--- src/hw/rtl/wfc_pkg.sv ---
// ----------------------------------------------------------------------------
// wfc_pkg
// Shared types, constants and tables for the waypoint follow controller.
// ----------------------------------------------------------------------------
package wfc_pkg;

  localparam int DEF_MAX_WAYPOINTS = 64;

  // Fixed-point constants (angles in rad * 65536 unless noted)
  localparam int CORDIC_STEPS = 17;
  localparam int PI_Q16       = 205887;
  localparam int TWO_PI_Q16   = 411775;
  localparam int HALF_PI_Q13  = 12868;
  localparam int CORDIC_K_Q16 = 39797;

  // Datapath widths
  localparam int CW = 44;  // CORDIC x/y
  localparam int ZW = 24;  // CORDIC angle
  localparam int LW = 11;  // route length compare

  // Register reset values
  localparam logic [30:0] RST_TOL   = 31'd32768;
  localparam logic [15:0] RST_HGAIN = 16'd256;
  localparam logic [15:0] RST_SGAIN = 16'd256;
  localparam logic [14:0] RST_LLIM  = 15'd256;
  localparam logic [14:0] RST_ALIM  = 15'd256;
  localparam logic [14:0] RST_THR   = 15'd6434;
  localparam logic [6:0]  RST_RLEN  = 7'd1;

  typedef enum logic [1:0] {
    KIND_POSE  = 2'd0,
    KIND_LOAD  = 2'd1,
    KIND_START = 2'd2,
    KIND_STOP  = 2'd3
  } kind_t;

  typedef enum logic [2:0] {
    REG_TOL   = 3'd0,
    REG_HGAIN = 3'd1,
    REG_SGAIN = 3'd2,
    REG_LLIM  = 3'd3,
    REG_ALIM  = 3'd4,
    REG_THR   = 3'd5,
    REG_RLEN  = 3'd6
  } reg_idx_t;

  typedef enum logic [4:0] {
    S_IDLE, S_READ, S_SQX, S_SQY, S_SUM, S_SQRT, S_CMP, S_NORM, S_VEC,
    S_ERR, S_MTURN, S_TURN, S_FWD, S_ROT, S_MCOS, S_COS, S_EMIT
  } state_t;

  typedef enum logic [4:0] {
    OP_NONE, OP_ACCEPT, OP_DIFF, OP_SQX, OP_SQY, OP_SUM, OP_SQRT, OP_CHECK,
    OP_NORM, OP_VEC, OP_ERR, OP_MTURN, OP_TURN, OP_FWD, OP_ROT, OP_MCOS,
    OP_COS, OP_EMIT
  } op_t;

  typedef struct packed {
    op_t op;
  } cmd_t;

  typedef struct packed {
    logic need_calc;
    logic out_free;
    logic sqrt_last;
    logic arrive;
    logic norm_done;
    logic cordic_last;
    logic fwd_skip;
  } sts_t;

  // atan(2^-i) in rad * 65536
  function automatic logic [15:0] atan_q16(input logic [4:0] i);
    logic [15:0] v;
    case (i)
      5'd0:    v = 16'd51472;
      5'd1:    v = 16'd30385;
      5'd2:    v = 16'd16055;
      5'd3:    v = 16'd8150;
      5'd4:    v = 16'd4091;
      5'd5:    v = 16'd2047;
      5'd6:    v = 16'd1024;
      5'd7:    v = 16'd512;
      5'd8:    v = 16'd256;
      5'd9:    v = 16'd128;
      5'd10:   v = 16'd64;
      5'd11:   v = 16'd32;
      5'd12:   v = 16'd16;
      5'd13:   v = 16'd8;
      5'd14:   v = 16'd4;
      5'd15:   v = 16'd2;
      5'd16:   v = 16'd1;
      default: v = 16'd0;
    endcase
    return v;
  endfunction

endpackage

--- src/hw/rtl/wfc_ctrl.sv ---
// ----------------------------------------------------------------------------
// wfc_ctrl
// Sequencer: walks the datapath through distance, heading and speed steps.
// ----------------------------------------------------------------------------
module wfc_ctrl (
  input  logic          clk,
  input  logic          rst_n,
  input  logic          in_valid,
  output logic          in_ready,
  input  wfc_pkg::sts_t sts,
  output wfc_pkg::cmd_t cmd
);

  wfc_pkg::state_t state_r, state_nxt;
  logic            fire;

  // a pose that needs computing only needs the result register at the end
  assign in_ready = (state_r == wfc_pkg::S_IDLE) && (sts.out_free || sts.need_calc);
  assign fire     = in_valid && in_ready;

  // next state
  always_comb begin
    state_nxt = state_r;
    case (state_r)
      wfc_pkg::S_IDLE:  if (fire && sts.need_calc) state_nxt = wfc_pkg::S_READ;
      wfc_pkg::S_READ:  state_nxt = wfc_pkg::S_SQX;
      wfc_pkg::S_SQX:   state_nxt = wfc_pkg::S_SQY;
      wfc_pkg::S_SQY:   state_nxt = wfc_pkg::S_SUM;
      wfc_pkg::S_SUM:   state_nxt = wfc_pkg::S_SQRT;
      wfc_pkg::S_SQRT:  if (sts.sqrt_last) state_nxt = wfc_pkg::S_CMP;
      wfc_pkg::S_CMP:   state_nxt = sts.arrive ? wfc_pkg::S_EMIT : wfc_pkg::S_NORM;
      wfc_pkg::S_NORM:  if (sts.norm_done) state_nxt = wfc_pkg::S_VEC;
      wfc_pkg::S_VEC:   if (sts.cordic_last) state_nxt = wfc_pkg::S_ERR;
      wfc_pkg::S_ERR:   state_nxt = wfc_pkg::S_MTURN;
      wfc_pkg::S_MTURN: state_nxt = wfc_pkg::S_TURN;
      wfc_pkg::S_TURN:  state_nxt = wfc_pkg::S_FWD;
      wfc_pkg::S_FWD:   state_nxt = sts.fwd_skip ? wfc_pkg::S_EMIT : wfc_pkg::S_ROT;
      wfc_pkg::S_ROT:   if (sts.cordic_last) state_nxt = wfc_pkg::S_MCOS;
      wfc_pkg::S_MCOS:  state_nxt = wfc_pkg::S_COS;
      wfc_pkg::S_COS:   state_nxt = wfc_pkg::S_EMIT;
      wfc_pkg::S_EMIT:  if (sts.out_free) state_nxt = wfc_pkg::S_IDLE;
      default:          state_nxt = wfc_pkg::S_IDLE;
    endcase
  end

  // datapath command per state
  always_comb begin
    cmd.op = wfc_pkg::OP_NONE;
    case (state_r)
      wfc_pkg::S_IDLE:  if (fire) cmd.op = wfc_pkg::OP_ACCEPT;
      wfc_pkg::S_READ:  cmd.op = wfc_pkg::OP_DIFF;
      wfc_pkg::S_SQX:   cmd.op = wfc_pkg::OP_SQX;
      wfc_pkg::S_SQY:   cmd.op = wfc_pkg::OP_SQY;
      wfc_pkg::S_SUM:   cmd.op = wfc_pkg::OP_SUM;
      wfc_pkg::S_SQRT:  cmd.op = wfc_pkg::OP_SQRT;
      wfc_pkg::S_CMP:   cmd.op = wfc_pkg::OP_CHECK;
      wfc_pkg::S_NORM:  cmd.op = wfc_pkg::OP_NORM;
      wfc_pkg::S_VEC:   cmd.op = wfc_pkg::OP_VEC;
      wfc_pkg::S_ERR:   cmd.op = wfc_pkg::OP_ERR;
      wfc_pkg::S_MTURN: cmd.op = wfc_pkg::OP_MTURN;
      wfc_pkg::S_TURN:  cmd.op = wfc_pkg::OP_TURN;
      wfc_pkg::S_FWD:   cmd.op = wfc_pkg::OP_FWD;
      wfc_pkg::S_ROT:   cmd.op = wfc_pkg::OP_ROT;
      wfc_pkg::S_MCOS:  cmd.op = wfc_pkg::OP_MCOS;
      wfc_pkg::S_COS:   cmd.op = wfc_pkg::OP_COS;
      wfc_pkg::S_EMIT:  if (sts.out_free) cmd.op = wfc_pkg::OP_EMIT;
      default:          cmd.op = wfc_pkg::OP_NONE;
    endcase
  end

  always_ff @(posedge clk) begin
    if (!rst_n) begin
      state_r <= wfc_pkg::S_IDLE;
    end else begin
      state_r <= state_nxt;
    end
  end

endmodule

--- config.mk ---
export PLATFORM = sky130hd
export DESIGN_NAME = wfc_ctrl
export DESIGN_NICKNAME = d
export VERILOG_FILES = /design/src/hw/rtl/wfc_pkg.sv /design/src/hw/rtl/wfc_ctrl.sv
export SDC_FILE = /design/constraint.sdc
export NUM_CORES = 1
export LEC_CHECK = 0
export BUFFER_PORTS_ARGS = -buffer_cell sky130_fd_sc_hd__buf_2
export CAP_MARGIN = 30
export CORE_AREA = 5 5 42 44
export DETAILED_ROUTE_END_ITERATION = 7
export DIE_AREA = 0 0 47 49
export PLACE_DENSITY_LB_ADDON = 0.08
export SYNTH_ARGS = -nofsm -noshare
export SYNTH_HDL_FRONTEND = slang
export SYNTH_SLANG_ARGS = --single-unit
--- constraint.sdc ---
create_clock -name clk -period 2.2 [get_ports clk]
set_clock_uncertainty 0.15 [all_clocks]
set_input_delay 0 -clock clk [delete_from_list [all_inputs] [get_ports clk]]
set_output_delay 0 -clock clk [all_outputs]
set_load 0.01 [all_outputs]
==> results.cfg, run 1 <==
[status]
status = finished clean

[critical_path]
worstPathCellList = and2b_4, nor4b_1, a2111o_2, a21oi_1, o21a_1
ff2ff_path_depth = 5
critPathArrivalTime_ns = 1.91
r2r_slack_ns = 0.33
slowest_stage = dfxtp_1
path_delay_family = compound AO/OA/AOI/OAI gates
slowest_delay_ns = 0.59
timing.rr.end = state_r[2]$_SDFFE_PN0P_
start_kind = flop
critPathRequiredTime_ns = 2.24
crit_cells = 5
end_kind = flop
worstReg2RegStart = state_r[1]$_SDFFE_PN0P_
crit_end = state_r[2]$_SDFFE_PN0P_
worst-path-buf-inv = 0
crit_path_max_fanout = 13
critPathLaunch = state_r[1]$_SDFFE_PN0P_
crit_type = reg2reg

[yosys]
yosysMostFrequentCell = nor2_1
ys_seq_area_frac = 0.181
synth_common_cells = nor2_1 (8), a21oi_1 (6), dfxtp_1 (5), nand3_1 (5), nor2b_1 (4)
avgSynthCellArea_um2 = 7.56
syn-num-nets = 83
ys.flop_type = dfxtp_1
synth_top_cell_by_area = dfxtp_1
synth-edff-count = 0
syn_area_um2 = 552
ys_async_sr_fraction = 0
synth_seq_cells = 5
syn_inst = 73
synth.top_cell.area_share = 0.181
synth_area_leaders = dfxtp_1 (18%), a21oi_1 (5.4%), nor2_1 (5.4%)
yosysWarnings = 0
synth_cell_types = 34

[die]
die_w_um = 47
initial_core_util = 0.394
fp.coreArea_um2 = 1400
die_h_um = 49
io_pins = 16
die_area_um2 = 2300
rows = 14

[global_route]
overflow = 0
met3_usage = 0.0185
use_met2 = 0.192
grt_usage = 0.134
grt_start_max_net_pins = 16
antenna_found_initial = 0
grt_pass1_vias = 538
grt-busiest-layer = met2
use_met1 = 0.176
grt_pass1_wl_um = 2300

[cts]
insertion_delay_ns = 0.24
cts_tree = yes
cts_sinks = 5
clock_path_buffers = 2
htreeDepth = 1
numCtsBuffers = 3
cts_root_buffer = clkbuf_4
clk_pin_slew_ns = 0.04

[min_path]
hold_path_class = in2reg

[sta]
hold_violations = 0
setup_violations = 0
max_slew.worst_pin.slew_ns = 0.498
rsz0062_at_grt = false
drv_slew = 0
slew_headroom = 0.663
setup_ws_ns = 0.331
fin_crit_ns = 1.87
fin_crit_sh = 0.849
fmax_mhz = 535
setup_tns_ns = 0

[drt]
dr.pass1.iters = 4
via_per_inst = 5.45
ant_nets = 0
dr.first_iter.drc_count = 11
dr_total_vias = 583
drc = 0
drt-wirelength-per-cell_um = 12.9
routed_wirelength_um = 1390

[power]
combinationalPowerShare = 0.261
pwr-share-seq = 0.351
power_density_nw_per_um2 = 413
p_switching_uw = 80.7
ir_drop_uv = 242
intPower_uw = 198
power_uw = 278
p_clk_frac = 0.388
switching_share = 0.290
p_leak_nw = 0.262

[layout]
largest_reg_flops = 5
top_register = state_r
fillCellCount = 150
reg_top3 = state_r (5)
syn_to_final_growth_pct = 22.0
nets = 102
fin_util = 0.480
diodes = 0
drive_gt1_frac = 0.286

[placement]
numPortBuffers = 15
hpwl_um = 1080
dp_slack_ns = 0.339
gp_congestion = 0.801

[flow_run]
maxCapViolCount = 0
## layout by cell type (no fill, tap or decap)
master and count:
a21o_1 1, a211oi_2 1, nor3_1 1, inv_1 2, buf_2 15, a31oi_1 2
nand3_1 5, o21ai_0 2, buf_4 2, o31ai_1 1, clkbuf_4 3, a21boi_1 1
clkbuf_1 1, a21oi_2 1, nor4_1 2, nand2b_1 3, a2111oi_4 1, a22oi_1 1
a2111o_2 1, dlygate4sd3_1 3, o22ai_1 2, dfxtp_1 5, or4_1 1, xnor2_1 2
nor4b_1 1, clkinv_1 1, nand2_1 3, xor2_1 2, or3_4 1, and2b_4 1
o21a_1 3, a211oi_1 1, nor2b_1 4, o221ai_1 1, nor2_1 8, a21oi_1 6
## layout make-up
cell class	instances	area (µm²)	share of cell area
Clock buffer	4	26.3	0.0390
Timing Repair Buffer	20	120	0.178
Multi-Input combinational cell	59	395	0.587
Sequential cell	5	100	0.149
Tap cell	16	20.0	0.0297
Inverter	3	11.3	0.0167
## worst register-to-register path, delay by kind of cell (launching register included)
family             cells  cell delay (ns)
AOI/OAI and AO/OA      3             0.65
DFF                    1             0.59
and+or+nand+nor        2             0.43
## logic make-up (layout without fill, tap and decap cells)
family,count (synthesis),after routing,share of synthesized area
simple gates,30,30,0.299
compound gates,25,25,0.354
buf+inv,9,27,0.102
flops,5,5,0.181
xor+xnor,4,4,0.0635
## power groups by stage
stage | Sequential (mW) | Combinational (mW) | Clock (mW)
after floorplan | 0.0958 | 0.0479 | 0
after global placement | 0.0992 | 0.0691 | 0
after CTS | 0.0975 | 0.0733 | 0.115
after detailed placement | 0.0992 | 0.0692 | 0
final | 0.0977 | 0.0727 | 0.108
after global routing | 0.0979 | 0.0814 | 0.122
## stage by stage
step / hold WS (ns) / cell area, µm² / instances
floorplan: -0.0325 / 552 / 73
global placement: 0.126 / 617 / 100
detailed placement: 0.133 / 617 / 100
CTS: 0.00568 / 673 / 107
global route: 0.0418 / 673 / 107
finish: 0.00788 / 673 / 107
## metal layers
| layer | wire [µm] | share of wire |
|---|---|---|
| met5 | 0 | 0 |
| met4 | 24 | 0.017 |
| met3 | 70 | 0.051 |
| met2 | 678 | 0.49 |
| met1 | 612 | 0.44 |
## worst min path at each step
stage               startpoint                 endpoint  cells past startpoint
floorplan                rst_n  state_r[0]$_SDFFE_PN0P_                      1
global placement         rst_n  state_r[0]$_SDFFE_PN0P_                      2
detailed placement       rst_n  state_r[1]$_SDFFE_PN0P_                      2
CTS                     sts[1]  state_r[3]$_SDFFE_PN0P_                      4
global route            sts[1]  state_r[3]$_SDFFE_PN0P_                      4
finish                  sts[1]  state_r[3]$_SDFFE_PN0P_                      4
## repair_timing
action | in CTS | in global routing
hold buffers | 3 | 0
resized for setup | 0 | 0
buffers inserted | 0 | 0
endpoints found under the hold margin | 5 | 0
Power figures use the tool's default switching activity.
==> inputs of run 2 (changes only) <==
- clock period: 2.2 -> 1.6 ns (I/O delays scaled with it)
==> results.cfg, run 2 (same netlist as run 1, synthesis figures left out) <==
[drt]
drc = 0
drt-wirelength-per-cell_um = 12.7
dr.pass1.iters = 4
dr.first_iter.drc_count = 4
routed_wirelength_um = 1500
ant_nets = 0
dr_total_vias = 636
via_per_inst = 5.39

[cts]
clk_pin_slew_ns = 0.04
clock_path_buffers = 2
cts_tree = yes
cts_root_buffer = clkbuf_4
htreeDepth = 1
insertion_delay_ns = 0.24
cts_setup_buffers = 0
cts_sinks = 5
numCtsBuffers = 3

[sta]
hold_violations = 0
setup_violations = 2
fin_crit_sh = 1.02
max_slew.worst_pin.slew_ns = 0.326
rsz0062_at_grt = true
fin_crit_ns = 1.64
whs_ns = 0.0835
drv_slew = 0
setup_tns_ns = -0.0381
setup_ws_ns = -0.0354
slew_headroom = 0.780
fmax_mhz = 611

[critical_path]
critPathArrivalTime_ns = 1.49
end_kind = output pin
slowest_delay_ns = 0.41
worstPathCellList = or3_4, buf_6, nor2_4, nand3_2, o31ai_1, buf_2
slowest_stage = or3_4
crit_type = reg2out
critPathRequiredTime_ns = 1.45
worst-path-buf-inv = 2
path_delay_family = simple AND/OR/NAND/NOR gates
start_kind = flop
crit_path_max_fanout = 5

[status]
failed_checks = negative setup slack
status = finished, violations left

[min_path]
hold_path_class = in2reg

[global_route]
overflow = 0
grt_usage = 0.146
grt_pass1_wl_um = 2510
antenna_found_initial = 0
grt_start_max_net_pins = 16
grt_pass1_vias = 589

[layout]
nets = 113
drive_gt1_frac = 0.441
largest_reg_flops = 5
syn_to_final_growth_pct = 44.7
fin_util = 0.570
top_register = state_r
fin_area_um2 = 798
layout_commonest_cell = buf_2
diodes = 0
layout_common_cells = buf_2 (15), buf_4 (12), nor2_1 (7)
reg_top3 = state_r (5)

[die]
die_area_um2 = 2300
die_w_um = 47
rows = 14
die_h_um = 49
fp.coreArea_um2 = 1400
initial_core_util = 0.394
io_pins = 16

[placement]
hpwl_um = 1220
numPortBuffers = 15
gp_congestion = 0.868
place_area_um2 = 699

[power]
power_density_nw_per_um2 = 488
p_leak_nw = 0.333
ir_drop_uv = 428

[flow_run]
maxCapViolCount = 0
-- run 2: per-stage QoR --
stage	cells	setup WS, ns	total power, mW
5_1_grt	118	-0.107	0.417
3_5_place_dp	111	-0.0406	0.237
2_1_floorplan	73	0.00802	0.198
6_report	118	-0.0354	0.389
3_3_place_gp	111	-0.0724	0.237
4_1_cts	118	-0.0654	0.393
-- run 2: worst paths after layout --
check                          start                      end  slack, ns  depth (start not counted)
max          state_r[2]$_SDFFE_PN0P_                   cmd[4]      -0.04                          6
min                           sts[3]  state_r[1]$_SDFFE_PN0P_       0.08                          4
max reg2reg  state_r[2]$_SDFFE_PN0P_  state_r[0]$_SDFFE_PN0P_          0                          5
min reg2reg  state_r[4]$_SDFFE_PN0P_  state_r[4]$_SDFFE_PN0P_       0.45                          3
-- run 2: final cells by class --
cell class	count	area, µm²
Fill cell	141	603
Tap cell	16	20.0
Sequential cell	5	106
Clock buffer	4	26.3
Timing Repair Buffer	31	206
Multi-Input combinational cell	59	428
Inverter	3	11.3
-- run 2: worst min-delay path, stage by stage --
cell and delay (ns):
buf_2 0.10, a21o_1 0.12, a21oi_2 0.05, o21a_1 0.15
-- run 2: where the power goes --
group / internal, mW / total, mW / switching, mW
combinational: 0.0561 / 0.116 / 0.0594
sequential: 0.127 / 0.131 / 0.00354
clock: 0.0941 / 0.143 / 0.0490
total: 0.277 / 0.389 / 0.112
-- run 2: timing repair --
action	in CTS	in global routing
hold buffers	3	0
endpoints found under the setup margin	5	6
gates resized for setup	4	8
pin swaps	0	6
endpoints found under the hold margin	5	0
-- run 2: metal layers --
layer | global-route usage | vias up | share of wire
li1 | - | 325 | -
met3 | 0.0111 | 0 | 0.032
met5 | 0 | - | 0
met2 | 0.238 | 11 | 0.54
met4 | 0.0691 | 0 | 0
met1 | 0.184 | 300 | 0.43
